**src/ilist_pkg.sv**
```systemverilog
package ilist_pkg;

  localparam int DEPTH  = 64;
  localparam int ELEM_W = 32;
  localparam int IDX_W  = $clog2(DEPTH);
  localparam int CNT_W  = $clog2(DEPTH + 1);

  // request kinds
  localparam logic [2:0] REQ_INSERT = 3'd0;
  localparam logic [2:0] REQ_REMOVE = 3'd1;
  localparam logic [2:0] REQ_READ   = 3'd2;
  localparam logic [2:0] REQ_FIND   = 3'd3;
  localparam logic [2:0] REQ_PUSH   = 3'd4;
  localparam logic [2:0] REQ_POP    = 3'd5;

  // cell shift operations
  localparam logic [1:0] OP_NONE = 2'd0;
  localparam logic [1:0] OP_INS  = 2'd1;
  localparam logic [1:0] OP_DEL  = 2'd2;

  typedef logic [DEPTH-1:0][ELEM_W-1:0] elem_vec_t;

  typedef struct packed {
    logic [1:0]        op;
    logic [CNT_W-1:0]  pos;
    logic [ELEM_W-1:0] value;
    logic              look;
    logic              by_pos;
    logic [CNT_W-1:0]  count;
  } cell_ctl_t;

endpackage

```
**src/ilist_cell.sv**
```systemverilog
module ilist_cell (
  input  logic                       clk,
  input  logic                       rst,
  input  logic [ilist_pkg::IDX_W-1:0]  idx,
  input  ilist_pkg::cell_ctl_t       ctl,
  input  logic [ilist_pkg::ELEM_W-1:0] below,
  input  logic [ilist_pkg::ELEM_W-1:0] above,
  output logic [ilist_pkg::ELEM_W-1:0] elem,
  output logic                       hit
);
  import ilist_pkg::*;

  logic [CNT_W-1:0] my_idx;
  logic             hit_next;

  assign my_idx = CNT_W'(idx);

  // shift up on insert, down on remove, write the new value at the slot
  always_ff @(posedge clk) begin
    case (ctl.op)
      OP_INS: begin
        if (my_idx == ctl.pos) begin
          elem <= ctl.value;
        end else if (my_idx > ctl.pos) begin
          elem <= below;
        end
      end
      OP_DEL: begin
        if (my_idx >= ctl.pos) begin
          elem <= above;
        end
      end
      default: begin
      end
    endcase
  end

  assign hit_next = ctl.by_pos ? (my_idx == ctl.pos)
                               : ((my_idx < ctl.count) && (elem == ctl.value));

  always_ff @(posedge clk) begin
    if (rst) begin
      hit <= 1'b0;
    end else if (ctl.look) begin
      hit <= hit_next;
    end
  end

endmodule

```
**config.mk**
```make
export PLATFORM = sky130hd
export DESIGN_NAME = ilist_cell
export DESIGN_NICKNAME = d
export VERILOG_FILES = /design/src/ilist_pkg.sv /design/src/ilist_cell.sv
export SDC_FILE = /design/constraint.sdc
export NUM_CORES = 1
export LEC_CHECK = 0
export ABC_CLOCK_PERIOD_IN_PS = 5200
export BUFFER_PORTS_ARGS = -buffer_cell sky130_fd_sc_hd__clkbuf_2
export CORE_UTILIZATION = 44
export CTS_BUF_LIST = sky130_fd_sc_hd__clkbuf_4 sky130_fd_sc_hd__clkbuf_8
export CTS_CLUSTER_SIZE = 10
export DETAILED_ROUTE_END_ITERATION = 8
export PLACE_DENSITY = 0.84
export SLEW_MARGIN = 0
export SYNTH_ARGS = -nofsm -noshare
export SYNTH_HDL_FRONTEND = slang
export SYNTH_SLANG_ARGS = --single-unit
export TNS_END_PERCENT = 10
```
**constraint.sdc**
```tcl
create_clock -name clk -period 5.2 [get_ports clk]
set_input_delay 0.26 -clock clk [delete_from_list [all_inputs] [get_ports clk]]
set_output_delay 0.26 -clock clk [all_outputs]
set_load 0.03 [all_outputs]
```
# Yosys cells after proc, flatten, opt, wreduce, memory -nomap -nowiden
# Cells that the tools add are included.
word_totals:
  regBits: 33
  inputBits: 122
  out_inout_bits: 33
  wordCells: 19
op_classes:
  order_cmp: 3
  eq_ne: 6
  muxes: 5
  n_reduce_logical: 3
ops:
  columns: ["operator", "n"]
  rows:
  - ["32-bit two-way mux", 3]
  - ["32-bit one-hot mux with 2 select lines", 1]
  - ["32-bit == test", 1]
  - ["6-bit by 7-bit == test with 1-bit output", 1]
  - ["6-bit by 7-bit greater-or-equal comparator with 1-bit output", 1]
  - ["6-bit by 7-bit greater-than comparator with 1-bit output", 1]
  - ["6-bit by 7-bit less-than comparator with 1-bit output", 1]
  - ["3-bit inequality test (second input constant)", 1]
  - ["3-bit AND reduction", 1]
  - ["2-bit by 1-bit == test with 1-bit output (second input constant)", 1]
  - ["2-bit == test (second input constant)", 1]
  - ["2-bit inequality test (second input constant)", 1]
  - ["2-bit nonzero test", 1]
  - ["1-bit logical AND", 1]
  - ["1-bit two-way mux", 1]

# Depth between registers and ports, before layout
# Gate-level depths: netlist of the first run.
logic_depth:
  word_depth: 4
  mapped_depth: 7
  ltp_nobuf: 7

# Worst setup path before layout of the first run
# OpenSTA, ideal clock, no wires.
synth_path:
  path_type: "input -> register"
  start: "input port ctl[45] (netlist name)"
  end: "register elem[0] (netlist name), enable pin"
  arrival_ns: 3.532
  required_ns: 4.730
  setup_slack_ns: 1.198
  cell_stages: 7
  path_cell_list: "inv_1 > ha_1 > nand4b_4 > nor2_8 > buf_12 > nor3_1 > a211oi_1"
synth_via:
  elab_chain_cells: 3
  elab_cells_between_ends: 6
  cone_classes: "order compare: 2; eq/ne: 3; reduce/logical: 1"
synth_lines:
  columns: ["item", "line_no", "rtl"]
  rows:
  - ["from (decl)", "ilist_cell.sv:5", "input ilist_pkg::cell_ctl_t ctl,"]
  - ["6-bit by 7-bit greater-than comparator with 1-bit output (tied with other cells)", "ilist_cell.sv:24", "end else if (my_idx > ctl.pos) begin"]
  - ["3-bit inequality test (no source line) / 2-bit inequality test (equally long branches)", null, null]
  - ["3-bit AND reduction (no source line) *", null, null]
  - ["to (signal assigned)", "ilist_cell.sv:23", "elem <= ctl.value;"]
  - ["to (signal assigned)", "ilist_cell.sv:25", "elem <= below;"]
  - ["to (signal assigned)", "ilist_cell.sv:30", "elem <= above;"]
  - ["to (decl)", "ilist_cell.sv:8", "output logic [ilist_pkg::ELEM_W-1:0] elem,"]
# Mark *: on every way between the ends. The rest lies on a longest branch, timed or not.
# A chain may end at the register's enable or synchronous reset.

# Final worst setup path of the first run
layout_path:
  start: "input port idx[4] (netlist name)"
  end: "register elem[11] (netlist name), enable pin"
layout_via:
  elab_chain_cells: 3
  elab_cells_between_ends: 6
  cone_classes: "order compare: 2; eq/ne: 3; reduce/logical: 1"
layout_lines:
  columns: ["item", "line_no", "rtl"]
  rows:
  - ["from (decl)", "ilist_cell.sv:4", "input logic [ilist_pkg::IDX_W-1:0] idx,"]
  - ["6-bit by 7-bit greater-than comparator with 1-bit output (tied with other cells)", "ilist_cell.sv:24", null]
  - ["3-bit inequality test (no source line) / 2-bit inequality test (equally long branches)", null, null]
  - ["3-bit AND reduction (no source line) *", null, null]
# Marks and branches as above.

==> results_dict.tcl, run 1 <==
set metrics [dict create \
    run_status "finished clean" \
    yosysUniqueCellTypes 33 \
    max-slew-margin-rel_pct 51.97 \
    numCtsBuffers 5 \
    numPortBuffers 154 \
    core_area_sq_mm 0.005140 \
    ant_nets 0 \
    root_buffer "clkbuf_8" \
    pre_cts_ws_ps 2535 \
    overflow 0 \
    skew_ps 3.900 \
    synth_adder_area_share_pct 5.789 \
    critPathTopFamily "simple AND/OR/NAND/NOR gates" \
    yosysWarnings 0 \
    cts.sinks 33 \
    finalWorstSetupSlack_ps 2844 \
    max_freq_ghz 0.4244 \
    dpl.hpwl_microns 4991 \
    clk_latency_ps 280 \
    leakagePower_nw 1.454 \
    critPathLaunchType "input pin" \
    power_density_mw_per_mm2 210.2 \
    worstPathArrival_ps 2290 \
    cts.htree.levels 2 \
    critical_path_required_ps 5130 \
    regArea_sq_um 980.9 \
    worstHoldPathType "input pin to flop" \
    gr-usage-all-layers_pct 21.45 \
    cts_tree "built" \
    final_cell_mix "154 x clkbuf_2, 35 x nand2_1, 32 x mux2i_1, 32 x edfxtp_1" \
    vias_per_cell 4.947 \
    clk_pin_slew_ps 70 \
    synth_cells 232 \
    path_cells "clkbuf_2 -> ha_1 -> nand4b_4 -> nor2_8 -> nor3_1 -> a211oi_4 -> buf_4" \
    worstPathBufferInverterCount 2 \
    grt_pass1_vias 2126 \
    ys_seq_elements 33 \
    fin_setup_tns_ps 0 \
    grt_max_degree 66 \
    synth-edff-count 32 \
    hold_viol_final 0 \
    drive_above_1_share_pct 43.01 \
    drt_wl_total_microns 6152 \
    drt_iter0_drc 93 \
    clockBufferDepth 2 \
    multi_input_area_sq_mm 0.001286 \
    whs_path_depth 2 \
    fillers 436 \
    synth_fp_nets 365 \
    nets 518 \
    avgRoutedWirePerCell_microns 13.49 \
    reg2reg_depth 5 \
    synthArstFlopShare_pct 0 \
    antenna_found_initial 0 \
    synth_compound_area_share_pct 10.79 \
    cts_setup_buffers 0 \
    crit_path_end_kind "flop" \
    cp.depth 7 \
    drv_slew 0 \
    yosys.area_share.xor_xnor_pct 11.05 \
    antenna_cells 0 \
    synthMuxAreaShare_pct 13.47 \
    max_stage_delay_ps 600 \
    min_period_ps 2356 \
    start_util_pct 46.25 \
    rows 26 \
    die_x_microns 75.51 \
    finalSetupViolCount 0 \
    cts-hold-fix-buffers 0 \
    rsz0062_at_grt "no" \
    syn_to_final_growth_pct 37.74 \
    io_pins 155 \
    final_common_cell "clkbuf_2" \
    yosys.area_share.simple_pct 12.16 \
    peakVddDrop_mv 0.1347 \
    worst-setup-path-type "input pin to flop" \
    fin_crit_sh_pct 45.31 \
    path_max_fanout 34 \
    die-area_sq_mm 0.005701 \
    tightest_slew_ps 720.5 \
    cap_violations 0 \
    drc 0 \
    first_pass_iters 4 \
    vias 2256 \
    syn_area_per_cell_sq_um 10.25 \
    synth_top_family_by_area "multiplexers" \
    ys_seq_area_share_pct 41.26 \
    place_congestion 0.7207 \
    grt_pass1_wl_microns 9080 \
    crit_path_top_delay_cell "nor2_8" \
    syn_area_sq_mm 0.002377 \
    synthFlopType "edfxtp_1" \
    die_h_microns 75.51 \
    cts_resized 0 \
]
==> report_power, final <==
part           internal (mW)  leakage, nW  switching (mW)
registers              0.311        0.292          0.0100
logic                 0.0838         1.12           0.101
clock network         0.0901       0.0430          0.0919
total                  0.485         1.45           0.203
==> kinds of logic (layout without fill, tap and decap cells) <==
logic type / Yosys count / after routing
buffers and inverters: 24 / 178
adder cells (fa/ha/maj): 11 / 11
AND/OR/NAND/NOR: 56 / 56
AO/OA/AOI/OAI: 46 / 46
multiplexers: 32 / 32
XOR/XNOR: 30 / 30
flip-flops: 33 / 33
==> through the flow <==
step | cell area [sq um] | util [%] | hold slack (ps) | power (mW) | cells
finish | 3274 | 63.71 | 189.8 | 0.6881 | 456
global route | 3274 | 63.71 | 198.4 | 0.7222 | 456
CTS | 3274 | 63.71 | 182.0 | 0.6940 | 456
detailed placement | 3193 | 62.12 | 480.7 | 0.5130 | 448
global placement | 3193 | 62.12 | 483.6 | 0.5071 | 448
floorplan | 2377 | - | 374.6 | 0.4285 | 232
==> sequential cells by signal, summed over array words and instances (netlist names) <==
name and flops:
hit 1, elem 32
==> synthesized netlist by cell type, types with 2 or more instances <==
| master | n | area [sq um] |
|---|---|---|
| buf_8 | 2 | 30.03 |
| ha_1 | 11 | 137.6 |
| nor3_1 | 2 | 10.01 |
| edfxtp_1 | 32 | 960.9 |
| nor2b_1 | 4 | 25.02 |
| o21ai_1 | 28 | 140.1 |
| clkbuf_1 | 6 | 22.52 |
| nor4_1 | 2 | 12.51 |
| a21oi_1 | 2 | 10.01 |
| xnor2_1 | 28 | 245.2 |
| o22ai_1 | 3 | 18.77 |
| nand4_1 | 7 | 43.79 |
| xor2_1 | 2 | 17.52 |
| nand2_1 | 35 | 131.4 |
| o21a_1 | 2 | 15.01 |
| o21ai_0 | 5 | 25.02 |
| inv_1 | 14 | 52.55 |
| mux2i_1 | 32 | 320.3 |
==> layout make-up <==
class | instances | area share [%]
well taps | 70 | 2.675
repair buffers | 156 | 24.00
flip-flops and latches | 33 | 29.96
multi-input cells | 175 | 39.28
clock buffers | 5 | 2.102
clock inverters | 3 | 0.3821
inverters | 14 | 1.605
==> metal layers <==
metal	vias to the layer above	GRT usage, %	wire length, microns
li1	1137	-	-
met1	1020	22.54	2336
met2	92	42.46	3340
met3	7	5.291	418
met4	0	5.144	57
met5	-	0	0
==> worst paths after layout <==
check,slack (ps),to,from
worst max-delay path,2840,elem[11],idx[4]
worst min-delay path,190,hit,rst
worst max register to register,3600,hit,elem[8]
worst min register to register,640,hit,elem[26]
==> worst register-to-register path, stage by stage (launching register included) <==
cell	delay, ps
edfxtp_1	430
xnor2_1	180
nand4_1	130
nor4_1	480
o2111ai_1	190
o22ai_1	130
No activity file was read; power rests on OpenSTA's default activity.
==> inputs of run 2 (changes only) <==
--- a/config.mk
+++ b/config.mk
@@ -5,7 +5,7 @@
 export SDC_FILE = /design/constraint.sdc
 export NUM_CORES = 1
 export LEC_CHECK = 0
-export ABC_CLOCK_PERIOD_IN_PS = 5200
+export ABC_CLOCK_PERIOD_IN_PS = 2300
 export BUFFER_PORTS_ARGS = -buffer_cell sky130_fd_sc_hd__clkbuf_2
 export CORE_UTILIZATION = 44
 export CTS_BUF_LIST = sky130_fd_sc_hd__clkbuf_4 sky130_fd_sc_hd__clkbuf_8
==> constraint.sdc (replaced) <==
create_clock -name clk -period 2.3 [get_ports clk]
set_input_delay 0.115 -clock clk [delete_from_list [all_inputs] [get_ports clk]]
set_output_delay 0.115 -clock clk [all_outputs]
set_load 0.03 [all_outputs]
==> run 2 against run 1 <==
  * Core utilization increased by 3.0 points
  * Wire length increased by 1.3%
  * Worst setup slack got worse by 2200 ps
  * Design area increased by 4.7%
  * Count of clock-buffer cells in the layout unchanged
  * Sequential cell count unchanged
  * Via count increased by 0.49%
  * Global-route usage increased by 1.4 points
  * Register-to-register slack got worse by 3000 ps
  * Combinational power increased by 140%
==> results_dict.tcl, run 2 (same netlist as run 1, synthesis figures left out) <==
set metrics [dict create \
    gr-usage-all-layers_pct 22.83 \
    final_cell_mix "154 x clkbuf_2, 35 x nand2_1, 32 x mux2i_1, 32 x edfxtp_1" \
    die-area_sq_mm 0.005701 \
    hold_slack_ps 96.08 \
    cts_tree "built" \
    cts-hold-fix-buffers 0 \
    ant_nets 0 \
    first_pass_iters 4 \
    grt_pass1_vias 2167 \
    syn_to_final_growth_pct 44.26 \
    drc 0 \
    cts.sinks 33 \
    overflow 0 \
    drt_wl_total_microns 6233 \
    p_total_mw 1.699 \
    clockBufferDepth 2 \
    vias_per_cell 4.950 \
    vias 2267 \
    worstHoldPathType "input pin to flop" \
    max_freq_ghz 0.6023 \
    rows 26 \
    fillers 415 \
    min_period_ps 1660 \
    peakVddDrop_mv 0.3450 \
    numPortBuffers 154 \
    antenna_cells 0 \
    fin_area_sq_mm 0.003430 \
    worstPathBufferInverterCount 0 \
    place_inst 450 \
    worst-setup-path-type "flop to flop" \
    path_cells "xnor2_1 -> nand4_1 -> nor4_1 -> o2111ai_1 -> o22ai_1" \
    crit_path_end_kind "flop" \
    cts.htree.levels 2 \
    max_stage_delay_ps 450 \
    leakagePower_nw 1.480 \
    clk_pin_slew_ps 70 \
    cts_setup_buffers 0 \
    start_util_pct 46.25 \
    final_common_cell "clkbuf_2" \
    top_register "elem" \
    root_buffer "clkbuf_8" \
    numCtsBuffers 5 \
    finalSetupViolCount 0 \
    tightest_slew_ps 581.0 \
    clk_latency_ps 280 \
    path_max_fanout 2 \
    max-slew-margin-rel_pct 61.27 \
    largest_reg_flops 32 \
    drive_above_1_share_pct 45.88 \
    drt_iter0_drc 61 \
    drv_slew 0 \
    core_area_sq_mm 0.005140 \
    critical_path_required_ps 2490 \
    die_x_microns 75.51 \
    power_density_mw_per_mm2 495.5 \
    grt_max_degree 65 \
    run_status "finished clean" \
    hold_viol_final 0 \
    cts_resized 0 \
    dpl.hpwl_microns 5183 \
    placed_area_sq_mm 0.003319 \
    rsz0062_at_grt "no" \
    skew_ps 5.105 \
    avgRoutedWirePerCell_microns 13.61 \
    io_pins 155 \
    crit_path_top_delay_cell "nor4_1" \
    stdcell_count 458 \
    cap_violations 0 \
    place_congestion 0.7905 \
    fin_crit_sh_pct 72.18 \
    largestRegisters "elem (32), hit (1)" \
    nets 520 \
    critPathTopFamily "simple AND/OR/NAND/NOR gates" \
    critPathLaunchType "flop" \
    grt_pass1_wl_microns 9508 \
    die_h_microns 75.51 \
    worstPathArrival_ps 1850 \
    fin_setup_tns_ps 0 \
    antenna_found_initial 0 \
]
[run 2: final timing paths]
kind | startpoint | endpoint | slack, ps | depth (start not counted)
hold / removal | rst | hit | 100 | 2
setup reg to reg | elem[0] | hit | 640 | 5
setup / recovery | elem[0] | hit | 640 | 5
hold reg to reg | elem[26] | hit | 710 | 3
[run 2: worst reg2reg max path, stage by stage, from the launching register on]
cell,delay (ps)
edfxtp_1,420
xnor2_1,190
nand4_1,120
nor4_1,450
o2111ai_1,200
o22ai_1,190
[run 2: power by group]
| part | switching (mW) | internal, mW | total (mW) | leakage, nW |
|---|---|---|---|---|
| combinational | 0.236 | 0.206 | 0.442 | 1.14 |
| sequential | 0.0220 | 0.703 | 0.725 | 0.292 |
| clock | 0.213 | 0.319 | 0.532 | 0.0518 |
| total | 0.471 | 1.23 | 1.70 | 1.48 |
[run 2: layer usage]
metal	track usage, %	part of all wire, %	up-vias
met5	0	0	-
met4	6.173	0.95	0
met3	7.143	8.3	6
met2	42.86	51	98
met1	24.73	39	1018
li1	-	-	1145
[run 2: layout make-up]
type                       instances  area [sq um]  share of cell area [%]
timing repair buffer             158         813.3                   23.71
sequential                        33         980.9                   28.60
multi-input combinational        175          1385                   40.39
inverter                          14         52.55                   1.532
clock buffer                       5         68.82                   2.007
clock inverter                     3         41.29                   1.204
tap                               70         87.58                   2.554
[run 2: metrics by stage]
stage / util, % / worst slack [ps]
global route: 66.72 / 373.7
CTS: 66.72 / 566.8
global placement: 64.58 / 498.4
floorplan: - / 5.588
detailed placement: 64.58 / 451.5
finish: 66.72 / 639.8
==> inputs of run 3 (changes only) <==
--- a/config.mk
+++ b/config.mk
@@ -5,13 +5,13 @@
 export SDC_FILE = /design/constraint.sdc
 export NUM_CORES = 1
 export LEC_CHECK = 0
-export ABC_CLOCK_PERIOD_IN_PS = 2300
+export ABC_CLOCK_PERIOD_IN_PS = 1500
 export BUFFER_PORTS_ARGS = -buffer_cell sky130_fd_sc_hd__clkbuf_2
-export CORE_UTILIZATION = 44
+export CORE_UTILIZATION = 40
 export CTS_BUF_LIST = sky130_fd_sc_hd__clkbuf_4 sky130_fd_sc_hd__clkbuf_8
 export CTS_CLUSTER_SIZE = 10
 export DETAILED_ROUTE_END_ITERATION = 8
-export PLACE_DENSITY = 0.84
+export PLACE_DENSITY = 0.81
 export SLEW_MARGIN = 0
 export SYNTH_ARGS = -nofsm -noshare
 export SYNTH_HDL_FRONTEND = slang
==> constraint.sdc (replaced) <==
create_clock -name clk -period 1.5 [get_ports clk]
set_input_delay 0.075 -clock clk [delete_from_list [all_inputs] [get_ports clk]]
set_output_delay 0.075 -clock clk [all_outputs]
set_load 0.03 [all_outputs]
==> run 3 against run 2 <==
  * The flow now finishes with violations (setup timing)
  * Clock power up 19%
  * Via count grew 2.4%
  * Sequential power rose by 53%
  * Wire length is 4.4% higher
  * Sequential cell count is the same
  * Combinational power increased by 66%
  * Cell count up 2.6%
==> results_dict.tcl, run 3 (same netlist as run 1, synthesis figures left out) <==
set metrics [dict create \
    syn_to_final_growth_pct 50.47 \
    min_period_ps 1562 \
    r2r-end "hit" \
    path_max_fanout 2 \
    numPortBuffers 154 \
    start_util_pct 42.39 \
    top_register "elem" \
    vias_per_cell 4.940 \
    drc 0 \
    fin_area_sq_mm 0.003577 \
    leakagePower_nw 1.544 \
    largest_reg_flops 32 \
    stdcell_count 470 \
    worstHoldPathType "input pin to flop" \
    r2r-start "elem[10]" \
    fin_setup_tns_ps -61.52 \
    finalWorstSetupSlack_ps -61.52 \
    largestRegisters "elem (32), hit (1)" \
    nets 530 \
    skew_ps 2.710 \
    vias 2322 \
    placed_area_sq_mm 0.003402 \
    final_util_pct 63.79 \
    critical_path.startpoint "elem[10]" \
    overflow 0 \
    io_pins 155 \
    numCtsBuffers 5 \
    crit_path_end_kind "flop" \
    cts.htree.levels 2 \
    rows 27 \
    clk_pin_slew_ps 70 \
    finalSetupViolCount 1 \
    die_x_microns 79.09 \
    cts-hold-fix-buffers 0 \
    tightest_slew_ps 319.0 \
    drive_above_1_share_pct 48.99 \
    max_freq_ghz 0.6404 \
    final_cell_mix "153 x clkbuf_2, 35 x nand2_1, 32 x mux2i_1, 32 x edfxtp_1" \
    power_density_mw_per_mm2 694.4 \
    clk_latency_ps 280 \
    rsz0062_at_grt "yes" \
    antenna_cells 0 \
    violations "setup timing" \
    gr-usage-all-layers_pct 21.46 \
    critical_path_required_ps 1710 \
    place_congestion 0.8113 \
    grt_max_degree 37 \
    min_to "hit" \
    max-slew-margin-rel_pct 78.73 \
    reg2reg_depth 6 \
    grt_pass1_wl_microns 10230 \
    avgRoutedWirePerCell_microns 13.84 \
    first_pass_iters 5 \
    fin_crit_sh_pct 104.1 \
    core_area_sq_mm 0.005608 \
    peakVddDrop_mv 0.4641 \
    grt_pass1_vias 2279 \
    worstPathArrival_ps 1770 \
    min-delay-start "rst" \
    die-area_sq_mm 0.006255 \
    ant_nets 0 \
    run_status "complete, but fails checks" \
    drt_iter0_drc 99 \
    r2r_slack_ps -60 \
    cts_tree "built" \
    place_inst 459 \
    hold_viol_final 0 \
    critPathLaunchType "flop" \
    final_common_cell "clkbuf_2" \
    worst-setup-path-type "flop to flop" \
    drv_slew 0 \
    root_buffer "clkbuf_8" \
    whs_path_depth 2 \
    drt_wl_total_microns 6505 \
    dpl.hpwl_microns 5332 \
    die_h_microns 79.09 \
    cts.sinks 33 \
    antenna_found_initial 0 \
    cap_violations 0 \
    clockBufferDepth 2 \
]
-- run 3: cell types whose count changed in the layout (fill, tap and decap cells not counted), sizes merged --
cell / delta
clkbuf: +1
buf: +9
bufinv: -1
clkinv: +2
clkinvlp: -1
-- run 3: metrics by stage --
stage               hold slack, ps  power, mW  setup WS [ps]
finish                       14.62      2.484         -61.52
global route                 29.37      2.611         -206.9
CTS                          5.430      2.477         -66.77
detailed placement           307.9      1.847         -264.2
global placement             302.6      1.823         -221.0
floorplan                    189.6      1.521         -723.1
-- run 3: power by group --
part | switching, mW | total (mW) | internal [mW]
clock | 0.323 | 0.635 | 0.312
combinational | 0.380 | 0.735 | 0.354
sequential | 0.0357 | 1.11 | 1.08
total | 0.739 | 2.48 | 1.75
-- run 3: what timing repair did --
item / CTS / global route
resized for setup: 1 / 5
pin swaps: 2 / 1
cloned: 0 / 2
setup buffers: 0 / 1
endpoints found under the hold margin: 0 / 0
setup endpoints to repair: 1 / 34
-- run 3: worst max-delay path by stage --
stage	to	cells after the start	slack, ps
floorplan	elem[0]	7	-720
global placement	elem[0]	9	-220
detailed placement	elem[15]	9	-260
CTS	hit	6	-70
global route	hit	6	-210
finish	hit	6	-60
-- run 3: critical path: stages (launching register included) --
cell and delay [ps]:
edfxtp_1 440, xnor2_1 190, nand4_1 170, nor4_2 300
buf_4 170, o2111ai_1 110, o22ai_1 130
-- run 3: layer usage --
layer	GRT usage, %	part of all wire [%]
met3	4.023	6.7
met5	0	0
met2	39.83	52
met1	25.07	40
met4	5.636	0.77
-- run 3: area by class of cell --
| type | count | area, sq um |
|---|---|---|
| inverters | 14 | 67.56 |
| clock inverters | 3 | 12.51 |
| repair buffers | 168 | 954.7 |
| flip-flops and latches | 33 | 980.9 |
| fillers | 473 | 2031 |
| clock buffers | 5 | 68.82 |
| multi-input cells | 175 | 1403 |
| well taps | 72 | 90.09 |
